===== src/rtl/core/eum_pkg.sv =====
// Package with the shared types, codes and symbol tables of the EAN/UPC module encoder.
`timescale 1ns / 1ps

package eum_pkg;

	// Number of character lanes, one for each supplied character position.
	localparam int NUM_LANES = 13;

	// Symbologies selected by the mode field.
	typedef enum logic [1:0] {
		MODE_EAN13 = 2'd0,
		MODE_UPCA  = 2'd1,
		MODE_EAN8  = 2'd2,
		MODE_UPCE  = 2'd3
	} mode_t;

	// Result status codes.
	typedef enum logic [2:0] {
		ST_OK        = 3'd0,
		ST_BAD_LEN   = 3'd1,
		ST_BAD_DIGIT = 3'd2,
		ST_MISMATCH  = 3'd3,
		ST_BAD_NS    = 3'd4
	} status_t;

	// Module counts of the three symbol sizes.
	localparam logic [6:0] MC_FULL = 7'd95;
	localparam logic [6:0] MC_EAN8 = 7'd67;
	localparam logic [6:0] MC_UPCE = 7'd51;

	// Guard patterns, first module in the highest bit.
	localparam logic [2:0] GUARD_SIDE   = 3'b101;
	localparam logic [4:0] GUARD_CENTER = 5'b01010;
	localparam logic [5:0] GUARD_UPCE   = 6'b010101;

	// What one character lane reports about its character.
	typedef struct packed {
		logic       bad;     // non-decimal character inside the supplied count
		logic [5:0] wterm;   // weighted term of the check digit sum
		logic [6:0] code_l;  // odd parity left code
		logic [6:0] code_g;  // even parity left code
		logic [6:0] code_r;  // right code
	} lane_t;

	// Stage enables handed from the pipeline control to the merging stage.
	typedef struct packed {
		logic en_s2;
		logic en_s3;
	} pipe_ctl_t;

	// Left hand odd parity codes.
	function automatic logic [6:0] code_l_of(input logic [3:0] d);
		logic [6:0] c;
		unique case (d)
			4'd0: c = 7'h0D;
			4'd1: c = 7'h19;
			4'd2: c = 7'h13;
			4'd3: c = 7'h3D;
			4'd4: c = 7'h23;
			4'd5: c = 7'h31;
			4'd6: c = 7'h2F;
			4'd7: c = 7'h3B;
			4'd8: c = 7'h37;
			4'd9: c = 7'h0B;
			default: c = 7'h00;
		endcase
		return c;
	endfunction

	// Left hand even parity codes.
	function automatic logic [6:0] code_g_of(input logic [3:0] d);
		logic [6:0] c;
		unique case (d)
			4'd0: c = 7'h27;
			4'd1: c = 7'h33;
			4'd2: c = 7'h1B;
			4'd3: c = 7'h21;
			4'd4: c = 7'h1D;
			4'd5: c = 7'h39;
			4'd6: c = 7'h05;
			4'd7: c = 7'h11;
			4'd8: c = 7'h09;
			4'd9: c = 7'h17;
			default: c = 7'h00;
		endcase
		return c;
	endfunction

	// Right hand codes.
	function automatic logic [6:0] code_r_of(input logic [3:0] d);
		logic [6:0] c;
		unique case (d)
			4'd0: c = 7'h72;
			4'd1: c = 7'h66;
			4'd2: c = 7'h6C;
			4'd3: c = 7'h42;
			4'd4: c = 7'h5C;
			4'd5: c = 7'h4E;
			4'd6: c = 7'h50;
			4'd7: c = 7'h44;
			4'd8: c = 7'h48;
			4'd9: c = 7'h74;
			default: c = 7'h00;
		endcase
		return c;
	endfunction

	// EAN-13 parity masks from the leading digit; first left digit at bit 5, 1 = even.
	function automatic logic [5:0] par_ean13_of(input logic [3:0] d);
		logic [5:0] p;
		unique case (d)
			4'd0: p = 6'h00;
			4'd1: p = 6'h0B;
			4'd2: p = 6'h0D;
			4'd3: p = 6'h0E;
			4'd4: p = 6'h13;
			4'd5: p = 6'h19;
			4'd6: p = 6'h1C;
			4'd7: p = 6'h15;
			4'd8: p = 6'h16;
			4'd9: p = 6'h1A;
			default: p = 6'h00;
		endcase
		return p;
	endfunction

	// UPC-E parity masks for number system 0, chosen by the check digit.
	function automatic logic [5:0] par_upce0_of(input logic [3:0] d);
		logic [5:0] p;
		unique case (d)
			4'd0: p = 6'h38;
			4'd1: p = 6'h34;
			4'd2: p = 6'h32;
			4'd3: p = 6'h31;
			4'd4: p = 6'h2C;
			4'd5: p = 6'h26;
			4'd6: p = 6'h23;
			4'd7: p = 6'h2A;
			4'd8: p = 6'h29;
			4'd9: p = 6'h25;
			default: p = 6'h00;
		endcase
		return p;
	endfunction

endpackage


===== src/rtl/core/ean_upc_module_encoder.sv =====
// Top level of the EAN-13 / UPC-A / EAN-8 / UPC-E module encoder with its stream ports.
//
//  channel  direction  payload (lowest bits first)
//  s_axis   in         mode[1:0], digit_count[5:2], digits[57:6], zero fill to 64
//  m_axis   out        status[2:0], check_digit[6:3], module_count[13:7],
//                      modules_first[61:14], modules_rest[108:62], zero fill to 112
//
// Each item passes three register stages: the character lanes, the lane sum, and the
// check digit and module layout in the output register, from which the result is
// offered. One
// item is taken every cycle; each stage holds only while the stage after it is full
// and stalled, so s_axis_tready falls only when all three stages are full and
// m_axis_tready is low. Reset clears the stage valid bits.
`timescale 1ns / 1ps

module ean_upc_module_encoder import eum_pkg::*; (
	input  logic         clk,
	input  logic         arst_n,
	input  logic         s_axis_tvalid,
	output logic         s_axis_tready,
	input  logic [63:0]  s_axis_tdata,   // mode, digit_count, digits
	output logic         m_axis_tvalid,
	input  logic         m_axis_tready,
	output logic [111:0] m_axis_tdata    // status, check_digit, module_count, modules_first, modules_rest
);

	// Input fields.
	mode_t       mode;
	logic [3:0]  digit_count;
	logic [51:0] digits;

	// Stage control.
	logic        v_s1_q;
	logic        v_s2_q;
	logic        v_s3_q;
	logic        en_s1;
	pipe_ctl_t   ctl;

	// Lane outputs and stage 1 registers.
	lane_t       lanes [NUM_LANES];
	lane_t       lanes_s1 [NUM_LANES];
	mode_t       mode_s1;
	logic        len_ok_s1;
	logic        given_s1;
	logic [51:0] digits_s1;
	logic        len_ok;
	logic        given;

	// Output stage payload.
	status_t     status_s3;
	logic [3:0]  check_digit_s3;
	logic [6:0]  module_count_s3;
	logic [47:0] modules_first_s3;
	logic [46:0] modules_rest_s3;

	assign mode        = mode_t'(s_axis_tdata[1:0]);
	assign digit_count = s_axis_tdata[5:2];
	assign digits      = s_axis_tdata[57:6];

	// A stage advances when it is empty or the stage after it advances.
	assign ctl.en_s3     = !v_s3_q || m_axis_tready;
	assign ctl.en_s2     = !v_s2_q || ctl.en_s3;
	assign en_s1         = !v_s1_q || ctl.en_s2;
	assign s_axis_tready = en_s1;

	always_ff @(posedge clk or negedge arst_n) begin
		if (!arst_n) begin
			v_s1_q <= 1'b0;
			v_s2_q <= 1'b0;
			v_s3_q <= 1'b0;
		end else begin
			if (en_s1) begin
				v_s1_q <= s_axis_tvalid;
			end
			if (ctl.en_s2) begin
				v_s2_q <= v_s1_q;
			end
			if (ctl.en_s3) begin
				v_s3_q <= v_s2_q;
			end
		end
	end

	// One lane for each character position.
	for (genvar g = 0; g < NUM_LANES; g++) begin : g_lane
		eum_lane u_lane (
			.idx         (4'(g)),
			.mode        (mode),
			.digit_count (digit_count),
			.nib         (digits[4*g +: 4]),
			.res         (lanes[g])
		);
	end

	// Length rule and whether the check digit was supplied.
	always_comb begin
		unique case (mode)
			MODE_EAN13: begin
				len_ok = (digit_count == 4'd12) || (digit_count == 4'd13);
				given  = (digit_count == 4'd13);
			end
			MODE_UPCA: begin
				len_ok = (digit_count == 4'd11) || (digit_count == 4'd12);
				given  = (digit_count == 4'd12);
			end
			MODE_EAN8: begin
				len_ok = (digit_count == 4'd7) || (digit_count == 4'd8);
				given  = (digit_count == 4'd8);
			end
			default: begin
				len_ok = (digit_count == 4'd8);
				given  = 1'b1;
			end
		endcase
	end

	always_ff @(posedge clk) begin
		if (en_s1) begin
			lanes_s1  <= lanes;
			mode_s1   <= mode;
			len_ok_s1 <= len_ok;
			given_s1  <= given;
			digits_s1 <= digits;
		end
	end

	eum_merge u_merge (
		.clk              (clk),
		.ctl              (ctl),
		.mode_s1          (mode_s1),
		.len_ok_s1        (len_ok_s1),
		.given_s1         (given_s1),
		.digits_s1        (digits_s1),
		.lanes_s1         (lanes_s1),
		.status_s3        (status_s3),
		.check_digit_s3   (check_digit_s3),
		.module_count_s3  (module_count_s3),
		.modules_first_s3 (modules_first_s3),
		.modules_rest_s3  (modules_rest_s3)
	);

	assign m_axis_tvalid = v_s3_q;
	assign m_axis_tdata  = {3'd0, modules_rest_s3, modules_first_s3, module_count_s3,
		check_digit_s3, status_s3};

	// Input is refused only when every stage holds an item.
	a_full_stall: assert property (@(posedge clk) disable iff (!arst_n)
		!s_axis_tready |-> (v_s1_q && v_s2_q && v_s3_q))
		else $error("input stalled with an empty stage");

	// A good result always carries a symbol size.
	a_ok_count: assert property (@(posedge clk) disable iff (!arst_n)
		(m_axis_tvalid && (status_s3 == ST_OK)) |->
		((module_count_s3 == MC_FULL) || (module_count_s3 == MC_EAN8) ||
		(module_count_s3 == MC_UPCE)))
		else $error("good result without a symbol size");

	// An error result carries no modules.
	a_err_blank: assert property (@(posedge clk) disable iff (!arst_n)
		(m_axis_tvalid && (status_s3 != ST_OK)) |->
		((module_count_s3 == 7'd0) && (modules_first_s3 == '0) && (modules_rest_s3 == '0)))
		else $error("error result with modules");

	// A result that is taken while stage 2 is full is replaced by the next one.
	a_refill: assert property (@(posedge clk) disable iff (!arst_n)
		(m_axis_tvalid && m_axis_tready && v_s2_q) |=> m_axis_tvalid)
		else $error("output stage not refilled");

endmodule


===== src/rtl/core/eum_lane.sv =====
// One character lane: validates a character, forms its check sum term and looks up its codes.
`timescale 1ns / 1ps

module eum_lane import eum_pkg::*; (
	input  logic [3:0] idx,
	input  mode_t      mode,
	input  logic [3:0] digit_count,
	input  logic [3:0] nib,
	output lane_t      res
);

	logic       in_sum;
	logic       weight3;
	logic [5:0] triple;

	// A character only counts as bad when it lies inside the supplied count.
	assign res.bad = (nib > 4'd9) && (idx < digit_count);

	// Which positions enter the check sum and which carry weight three.
	always_comb begin
		unique case (mode)
			MODE_EAN13: begin
				in_sum  = (idx < 4'd12);
				weight3 = idx[0];
			end
			MODE_UPCA: begin
				in_sum  = (idx < 4'd11);
				weight3 = ~idx[0];
			end
			MODE_EAN8: begin
				in_sum  = (idx < 4'd7);
				weight3 = ~idx[0];
			end
			default: begin
				in_sum  = 1'b0;
				weight3 = 1'b0;
			end
		endcase
	end

	assign triple    = {1'b0, nib, 1'b0} + {2'b00, nib};
	assign res.wterm = !in_sum ? 6'd0 : (weight3 ? triple : {2'b00, nib});

	// Code lookups for this character.
	assign res.code_l = code_l_of(nib);
	assign res.code_g = code_g_of(nib);
	assign res.code_r = code_r_of(nib);

endmodule


===== src/rtl/core/eum_merge.sv =====
// Merging stages: sums the lane terms, settles the check digit and status, and lays out the modules.
`timescale 1ns / 1ps

module eum_merge import eum_pkg::*; (
	input  logic        clk,
	input  pipe_ctl_t   ctl,
	input  mode_t       mode_s1,
	input  logic        len_ok_s1,
	input  logic        given_s1,
	input  logic [51:0] digits_s1,
	input  lane_t       lanes_s1 [NUM_LANES],
	output status_t     status_s3,
	output logic [3:0]  check_digit_s3,
	output logic [6:0]  module_count_s3,
	output logic [47:0] modules_first_s3,
	output logic [46:0] modules_rest_s3
);

	// Stage 2 registers.
	mode_t       mode_s2;
	status_t     pre_status_s2;
	logic        given_s2;
	logic [51:0] digits_s2;
	logic [8:0]  sum_lo_s2;
	logic [8:0]  sum_hi_s2;
	lane_t       lanes_s2 [NUM_LANES];

	// Stage 2 combinational signals.
	logic        any_bad;
	logic [8:0]  sum_lo;
	logic [8:0]  sum_hi;

	// Stage 3 combinational signals.
	logic [9:0]  sum;
	logic [17:0] prod;
	logic [6:0]  quot;
	logic [3:0]  rem;
	logic [3:0]  cd;
	logic [3:0]  nib0;
	logic [3:0]  nib7;
	logic [3:0]  supplied;
	logic [5:0]  parity;
	logic [41:0] left_full;
	logic [41:0] right_full;
	logic [27:0] left_ean8;
	logic [27:0] right_ean8;
	logic [6:0]  cd_code_r;
	logic [94:0] mods;
	status_t     status_n;
	logic [3:0]  cd_n;
	logic [6:0]  mc_n;

	// Lane findings folded into a status and two partial sums.
	always_comb begin
		any_bad = 1'b0;
		sum_lo  = '0;
		sum_hi  = '0;
		for (int i = 0; i < NUM_LANES; i++) begin
			any_bad = any_bad | lanes_s1[i].bad;
		end
		for (int i = 0; i < 7; i++) begin
			sum_lo = sum_lo + 9'(lanes_s1[i].wterm);
		end
		for (int i = 7; i < NUM_LANES; i++) begin
			sum_hi = sum_hi + 9'(lanes_s1[i].wterm);
		end
	end

	always_ff @(posedge clk) begin
		if (ctl.en_s2) begin
			mode_s2       <= mode_s1;
			given_s2      <= given_s1;
			digits_s2     <= digits_s1;
			sum_lo_s2     <= sum_lo;
			sum_hi_s2     <= sum_hi;
			lanes_s2      <= lanes_s1;
			pre_status_s2 <= !len_ok_s1 ? ST_BAD_LEN : (any_bad ? ST_BAD_DIGIT : ST_OK);
		end
	end

	// Modulo 10 of the sum by a reciprocal multiply; exact for sums below 1023.
	assign sum  = {1'b0, sum_lo_s2} + {1'b0, sum_hi_s2};
	assign prod = {8'd0, sum} * 18'd205;
	assign quot = prod[17:11];
	assign rem  = 4'(sum - ({3'd0, quot} * 10'd10));
	assign cd   = (rem == 4'd0) ? 4'd0 : 4'(4'd10 - rem);

	assign nib0 = digits_s2[3:0];
	assign nib7 = digits_s2[31:28];
	assign cd_code_r = code_r_of(cd);

	// Supplied check digit and left hand parity per symbology.
	always_comb begin
		unique case (mode_s2)
			MODE_EAN13: begin
				supplied = digits_s2[51:48];
				parity   = par_ean13_of(nib0);
			end
			MODE_UPCA: begin
				supplied = digits_s2[47:44];
				parity   = 6'h00;
			end
			MODE_EAN8: begin
				supplied = digits_s2[31:28];
				parity   = 6'h00;
			end
			default: begin
				supplied = nib7;
				parity   = par_upce0_of(nib7) ^ ((nib0 == 4'd1) ? 6'h3F : 6'h00);
			end
		endcase
	end

	// Left and right halves, one seven module code for each position.
	always_comb begin
		left_full  = '0;
		right_full = '0;
		left_ean8  = '0;
		right_ean8 = '0;
		for (int i = 0; i < 6; i++) begin
			if (mode_s2 == MODE_UPCA) begin
				left_full[41 - 7*i -: 7] = lanes_s2[i].code_l;
			end else if (parity[5 - i]) begin
				left_full[41 - 7*i -: 7] = lanes_s2[i + 1].code_g;
			end else begin
				left_full[41 - 7*i -: 7] = lanes_s2[i + 1].code_l;
			end
		end
		for (int i = 0; i < 5; i++) begin
			if (mode_s2 == MODE_UPCA) begin
				right_full[41 - 7*i -: 7] = lanes_s2[i + 6].code_r;
			end else begin
				right_full[41 - 7*i -: 7] = lanes_s2[i + 7].code_r;
			end
		end
		right_full[6:0] = cd_code_r;
		for (int i = 0; i < 4; i++) begin
			left_ean8[27 - 7*i -: 7] = lanes_s2[i].code_l;
		end
		for (int i = 0; i < 3; i++) begin
			right_ean8[27 - 7*i -: 7] = lanes_s2[i + 4].code_r;
		end
		right_ean8[6:0] = cd_code_r;
	end

	// Final status, check digit and module layout.
	always_comb begin
		status_n = pre_status_s2;
		cd_n     = 4'd0;
		mc_n     = 7'd0;
		mods     = '0;
		if (pre_status_s2 == ST_OK) begin
			unique case (mode_s2) inside
				MODE_EAN13, MODE_UPCA: begin
					cd_n = cd;
					if (given_s2 && (supplied != cd)) begin
						status_n = ST_MISMATCH;
					end else begin
						mc_n = MC_FULL;
						mods = {GUARD_SIDE, left_full, GUARD_CENTER, right_full, GUARD_SIDE};
					end
				end
				MODE_EAN8: begin
					cd_n = cd;
					if (given_s2 && (supplied != cd)) begin
						status_n = ST_MISMATCH;
					end else begin
						mc_n = MC_EAN8;
						mods = {GUARD_SIDE, left_ean8, GUARD_CENTER, right_ean8, GUARD_SIDE,
							28'd0};
					end
				end
				default: begin
					cd_n = nib7;
					if (nib0 > 4'd1) begin
						status_n = ST_BAD_NS;
					end else begin
						mc_n = MC_UPCE;
						mods = {GUARD_SIDE, left_full, GUARD_UPCE, 44'd0};
					end
				end
			endcase
		end
	end

	always_ff @(posedge clk) begin
		if (ctl.en_s3) begin
			status_s3        <= status_n;
			check_digit_s3   <= cd_n;
			module_count_s3  <= mc_n;
			modules_first_s3 <= mods[94:47];
			modules_rest_s3  <= mods[46:0];
		end
	end

endmodule


===== config.mk =====
export PLATFORM = sky130hd
export DESIGN_NAME = ean_upc_module_encoder
export DESIGN_NICKNAME = d
export VERILOG_FILES = /design/src/rtl/core/eum_pkg.sv /design/src/rtl/core/ean_upc_module_encoder.sv /design/src/rtl/core/eum_lane.sv /design/src/rtl/core/eum_merge.sv
export SDC_FILE = /design/constraint.sdc
export NUM_CORES = 1
export LEC_CHECK = 0
export ABC_AREA = 1
export BUFFER_PORTS_ARGS = -buffer_cell sky130_fd_sc_hd__buf_2
export CAP_MARGIN = 0
export CORE_ASPECT_RATIO = 1.5
export CORE_MARGIN = 2
export CORE_UTILIZATION = 60
export CTS_CLUSTER_SIZE = 12
export DETAILED_ROUTE_END_ITERATION = 8
export GPL_ROUTABILITY_DRIVEN = 0
export PLACE_DENSITY = 0.78
export SLEW_MARGIN = 40
export SYNTH_ARGS = -nofsm -noshare
export SYNTH_HDL_FRONTEND = slang
export SYNTH_HIERARCHICAL = 1
export SYNTH_MEMORY_MAX_BITS = 65536
export SYNTH_SLANG_ARGS = --single-unit

===== constraint.sdc =====
create_clock -name clk -period 16.9 [get_ports clk]
set_clock_uncertainty 0.2 [all_clocks]
set_input_delay 0.845 -clock clk [delete_from_list [all_inputs] [get_ports clk]]
set_output_delay 0.845 -clock clk [all_outputs]
set_load 0.01 [all_outputs]

== After elaboration in Yosys (flattened, before gate mapping) ==
Memory sizes are Yosys's and may differ from the RTL's. A register that Yosys moved wholly into a read port is not among the register bits.
Cells that the tools add are included.

* Register bits: 623
* Memory bits (read-only): 2288
* Input bits: 68
* Output and inout port bits: 114
* Logic and storage cells: 290
* Memories: 24

* $add $sub $neg: 25
* $mul: 2
* $lt $le $gt $ge: 27
* Equal/unequal tests: 11
* Mux-type cells: 55
* Bitwise operators: 13
* Reduce and logical (&&, ||, !) cells: 37

{| class="wikitable"
|+ Memories
! name !! depth !! width !! rd ports !! clocked after Yosys merged registers in !! write ports !! RTL line !! RTL
|-
| (no name shown) || 16 || 6 || 1 || 1 || 0 || eum_pkg.sv:54 || <nowiki>unique case (d)</nowiki>
|-
| (no name shown) || 16 || 6 || 1 || 1 || 0 || eum_pkg.sv:92 || <nowiki>unique case (d)</nowiki>
|-
| (no name shown) || 16 || 6 || 1 || 1 || 0 || eum_pkg.sv:92 ||
|-
| (no name shown) || 16 || 6 || 1 || 1 || 0 || eum_pkg.sv:73 || <nowiki>unique case (d)</nowiki>
|-
| (no name shown) || 16 || 6 || 1 || 1 || 0 || eum_pkg.sv:54 ||
|-
| (no name shown) || 16 || 6 || 1 || 1 || 0 || eum_pkg.sv:73 ||
|-
| +18 memories || -- || -- || -- || -- || -- || -- ||
|}

{| class="wikitable"
|+ Operator list
! kind !! number
|-
| $mux W95 || 3
|-
| $pmux W95 S2 || 1
|-
| $mux W7 || 19
|-
| $add A5 B4 Y6 || 12
|-
| $add A9 B6 Y9 || 8
|-
| $mux W4 || 15
|-
| $gt A4 B4 Y1 const B || 13
|-
| $lt A4 B4 Y1 const A || 5
|-
| $mul A10 B8 Y18 const B || 1
|-
| $mux W6 || 3
|-
| $eq A4 B4 Y1 const B || 4
|-
| $lt A3 B4 Y1 const A || 4
|-
| $add A6 B6 Y7 || 2
|-
| $logic_and A1 B1 Y1 || 14
|-
| $pmux W7 S2 || 1
|-
| $mux W3 || 4
|-
| $or A1 B1 Y1 || 12
|-
| $pmux W6 S2 || 1
|-
| $add A9 B9 Y10 || 1
|-
| $lt A1 B4 Y1 const A || 2
|-
| $lt A2 B4 Y1 const A || 2
|-
| $pmux W4 S2 || 1
|-
| $reduce_and A2 Y1 || 4
|-
| $reduce_or A2 Y1 || 4
|-
| other kinds (19) || 34
|}

== Depth between registers and ports, before layout ==
* Word-level depth: 13
* Gate-level depth with buffers: 52

== Hierarchy ==
The synthesis kept the hierarchy.

{| class="wikitable"
|+ By module, submodules not included
! module !! instances !! cells an instance !! area each (um^2) !! sequential area each (um^2)
|-
| eum_merge || 1 || 1517 || 15946.5 || 8808.4
|-
| ean_upc_module_encoder || 1 || 465 || 12879.9 || 12687.2
|-
| eum_lane (g_lane[11].u_lane ...) || 10 || 117 || 708.2 || 0.0
|-
| eum_lane (g_lane[10].u_lane ...) || 2 || 118 || 719.4 || 0.0
|-
| eum_lane (g_lane[0].u_lane) || 1 || 116 || 724.4 || 0.0
|}

== Worst setup path after synthesis ==
Ideal clock, no wire load.

* Path kind: input to register
* From: in m_axis_tready
* To: reg digits_s1[0], enable pin
* Setup time: 3.048 ns
* Arrival time: 10.111 ns
* Data required time: 13.652 ns
* Setup slack: 3.541 ns
* Stages on the path: 4
* Buffers on the path: 0
* Cell sequence: inv_1 > nand2_1 > nor2_1 > nand2_1

{| class="wikitable"
|+ RTL lines
! what !! RTL line !! RTL
|-
| start: declaration || ean_upc_module_encoder.sv:23 || <nowiki>input logic m_axis_tready,</nowiki>
|-
| end signal: assignment || ean_upc_module_encoder.sv:123 || <nowiki>digits_s1 <= digits;</nowiki>
|-
| end: declaration || ean_upc_module_encoder.sv:45 || <nowiki>logic [51:0] digits_s1;</nowiki>
|}

== Worst setup path after layout ==
* From: reg u_merge.sum_lo_s2[0]
* To: reg u_merge.modules_first_s3[28] (data pin)

* Longest elaborated chain between the ends: 10
* Elaborated cells between the ends (all ways): 12
* Classes of those cells: add/sub: 3; mul: 2; eq/ne: 1; mux: 4; reduce/logical: 2

{| class="wikitable"
|+ Ends and longest elaborated chain
! what !! RTL line !! RTL
|-
| start: declaration || eum_merge.sv:24 || <nowiki>logic [8:0] sum_lo_s2;</nowiki>
|-
| start signal: assignment || eum_merge.sv:74 || <nowiki>sum_lo_s2 <= sum_lo;</nowiki>
|-
| $add A9 B9 Y10 (*) || eum_merge.sv:82 || <nowiki>assign sum = {1'b0, sum_lo_s2} + {1'b0, sum_hi_s2};</nowiki>
|-
| $mul A10 B8 Y18 || eum_merge.sv:83 || <nowiki>assign prod = {8'd0, sum} * 18'd205;</nowiki>
|-
| $mul A7 B3 Y3 || eum_merge.sv:85 || <nowiki>assign rem = 4'(sum - ({3'd0, quot} * 10'd10));</nowiki>
|-
| $sub A4 B4 Y4 (*) || eum_merge.sv:85 ||
|-
| $sub A4 B4 Y4 / $logic_not A4 Y1 (equally long branches) || eum_merge.sv:86 || <nowiki>assign cd = (rem == 4'd0) ? 4'd0 : 4'(4'd10 - rem);</nowiki>
|-
| $mux W4 (*) || eum_merge.sv:86 ||
|-
| $ne A4 B4 Y1 (*) || eum_merge.sv:156, eum_merge.sv:165 ||
|-
| $logic_and A1 B1 Y1 (*) || eum_merge.sv:156, eum_merge.sv:165 ||
|-
| $mux W95 (on tied branches) || eum_merge.sv:165, eum_merge.sv:156 ||
|-
| $pmux W95 S2 (*) || eum_merge.sv:153 || <nowiki>unique case (mode_s2) inside</nowiki>
|-
| end signal: assignment || eum_merge.sv:191 || <nowiki>modules_first_s3 <= mods[94:47];</nowiki>
|-
| end: declaration || eum_merge.sv:15 || <nowiki>output logic [47:0] modules_first_s3,</nowiki>
|}

Mark *: on every way between the ends. The rest lies on a longest branch, timed or not.
A chain may end at the register's enable or synchronous reset.

==> impl_metrics.toml <==
[global_routing]
first_global_vias = 21300
grt-ovfl-total = 0
grt_antenna_before_repair = 8
grtUsageTotal_pct = 24.8
grt_max_degree = 82
grt_pass1_wl_mm = 109

[layout]
multi_input_area_um2 = 13700
post-route-util_pct = 66.4
drive_above_1_share_pct = 9.65
final_cell_mix = "nand2_1, edfxtp_1, inv_1, ha_1, nand3_1"
mostFrequentLayoutCell = "nand2_1"
areaGrowthSynthToFinish_pct = 10.0
ff_latch_area_um2 = 16600
fin_nets = 3911
fillers = 4081

[setup_path]
slowest_delay_ps = 630
r2r_cells = 45
cpMostUsedCell = "nand2_1"
crit_type = "reg -> reg"
crit_path_start_kind = "flip-flop"
cp_data_required_time_ps = 17140
cp-end-kind = "flip-flop"
critical_path_arrival_ps = 8930
cp_max_fo = 74
slowest_stage = "buf_4"

[routing]
wl_mm = 69.1
first_pass_iters = 5
num_vias = 22100
viasPerCell = 5.27
drt_drc_violations_left = 0
drtIter0Drc = 1947
wl_per_cell_um = 16.5
final_antenna_net_count = 0

[synthesis]
synthCells = 3183
syn_area_um2 = 32200
yosys_warnings = 6
synth.avg_cell_area_um2 = 10.1

[floorplan]
pin_count = 182
dieArea_um2 = 55600
die-width_um = 193
design.core.area_um2 = 53400
die_h_um = 288
row_count = 104
start_util_pct = 60.4

[cts]
clock_latency_ps = 590
numClockSinks = 558
cts_setup_buffers = 0
cts.repair.resized = 0
htreeDepth = 2
clockBufferDepth = 3
root_buffer = "clkbuf_16"
holdBufCountCts = 1
cts_tree = "built"
clk_pin_slew_ps = 60
cts_made_buffers = 54

[run]
maxCapViolations = 0

[timing]
rsz0062_at_grt = "no"
holdWs_ps = 214
min_period_ps = 8690
setup_viol = 0
setup_ws_ps = 8210
maxSlewHeadroom_pct = 48.3
fmax_mhz = 115
drv_slew = 0
setup_tns_ps = 0
tightest_slew_ps = 771
hold_viol_final = 0
post-route-period-util_pct = 51.4

[place]
place_ws_ps = 8380
portBuffers = 169
dp.final_hpwl_mm = 50.1

[outcome]
status = "finished, final reports clean"

[hold_path]
worstHoldPathType = "reg -> reg"
min_path_cells = 0
==> layer usage <==
metal	vias up	track usage [%]	share of wire, %
met5	-	0	0.075
met1	10400	30.1	39
met2	685	45.2	52
met3	147	3.08	5.7
li1	10800	-	-
met4	10	9.12	3.5
==> metrics by stage <==
stage,instances,instance area [um2]
floorplan,3387,33000
global placement,4110,33900
detailed placement,4112,33900
CTS,4191,35400
global route,4194,35400
finish,4195,35400
==> critical path, delay by kind of cell, from the launching register on <==
kind | cells | cell delay (ps)
xor+xnor | 1 | 250
compound gates | 3 | 380
buf+inv | 5 | 860
flops | 1 | 360
fa+ha+maj | 9 | 3450
simple gates | 27 | 2920
==> cell type report <==
class                      count  area share, %
clock inverter                 8          0.244
sequential                   558           46.9
antenna                        4         0.0282
tap                          689           2.43
inverter                     432           4.60
timing repair buffer         190           2.95
multi-input combinational   2244           38.8
clock buffer                  70           4.04
==> worst paths after layout <==
check / from / endpoint / slack [ps]
max in group asynchronous: arst_n / m_axis_tvalid / 15980
setup / recovery: u_merge/sum_lo_s2[0] / u_merge/modules_first_s3[28] / 8210
hold / removal: lanes_s1[300] / u_merge/lanes_s2[300] / 210
min in group asynchronous: arst_n / v_s1_q / 400
setup reg to reg: u_merge/sum_lo_s2[0] / u_merge/modules_first_s3[28] / 8210
hold reg to reg: lanes_s1[300] / u_merge/lanes_s2[300] / 210
==> state kept, by name, summed over array words and instances, names as in the netlist, 5 cells and up, named ones only <==
name                      count
u_merge/digits_s2            16
u_merge/sum_hi_s2             9
u_merge/module_count_s3       5
u_merge/modules_rest_s3      43
digits_s1                    16
u_merge/lanes_s2            147
u_merge/modules_first_s3     45
u_merge/sum_lo_s2             9
lanes_s1                    238
Power is not shown: default switching activity piles up to over one toggle a cycle in this logic, so the estimate is an artifact.
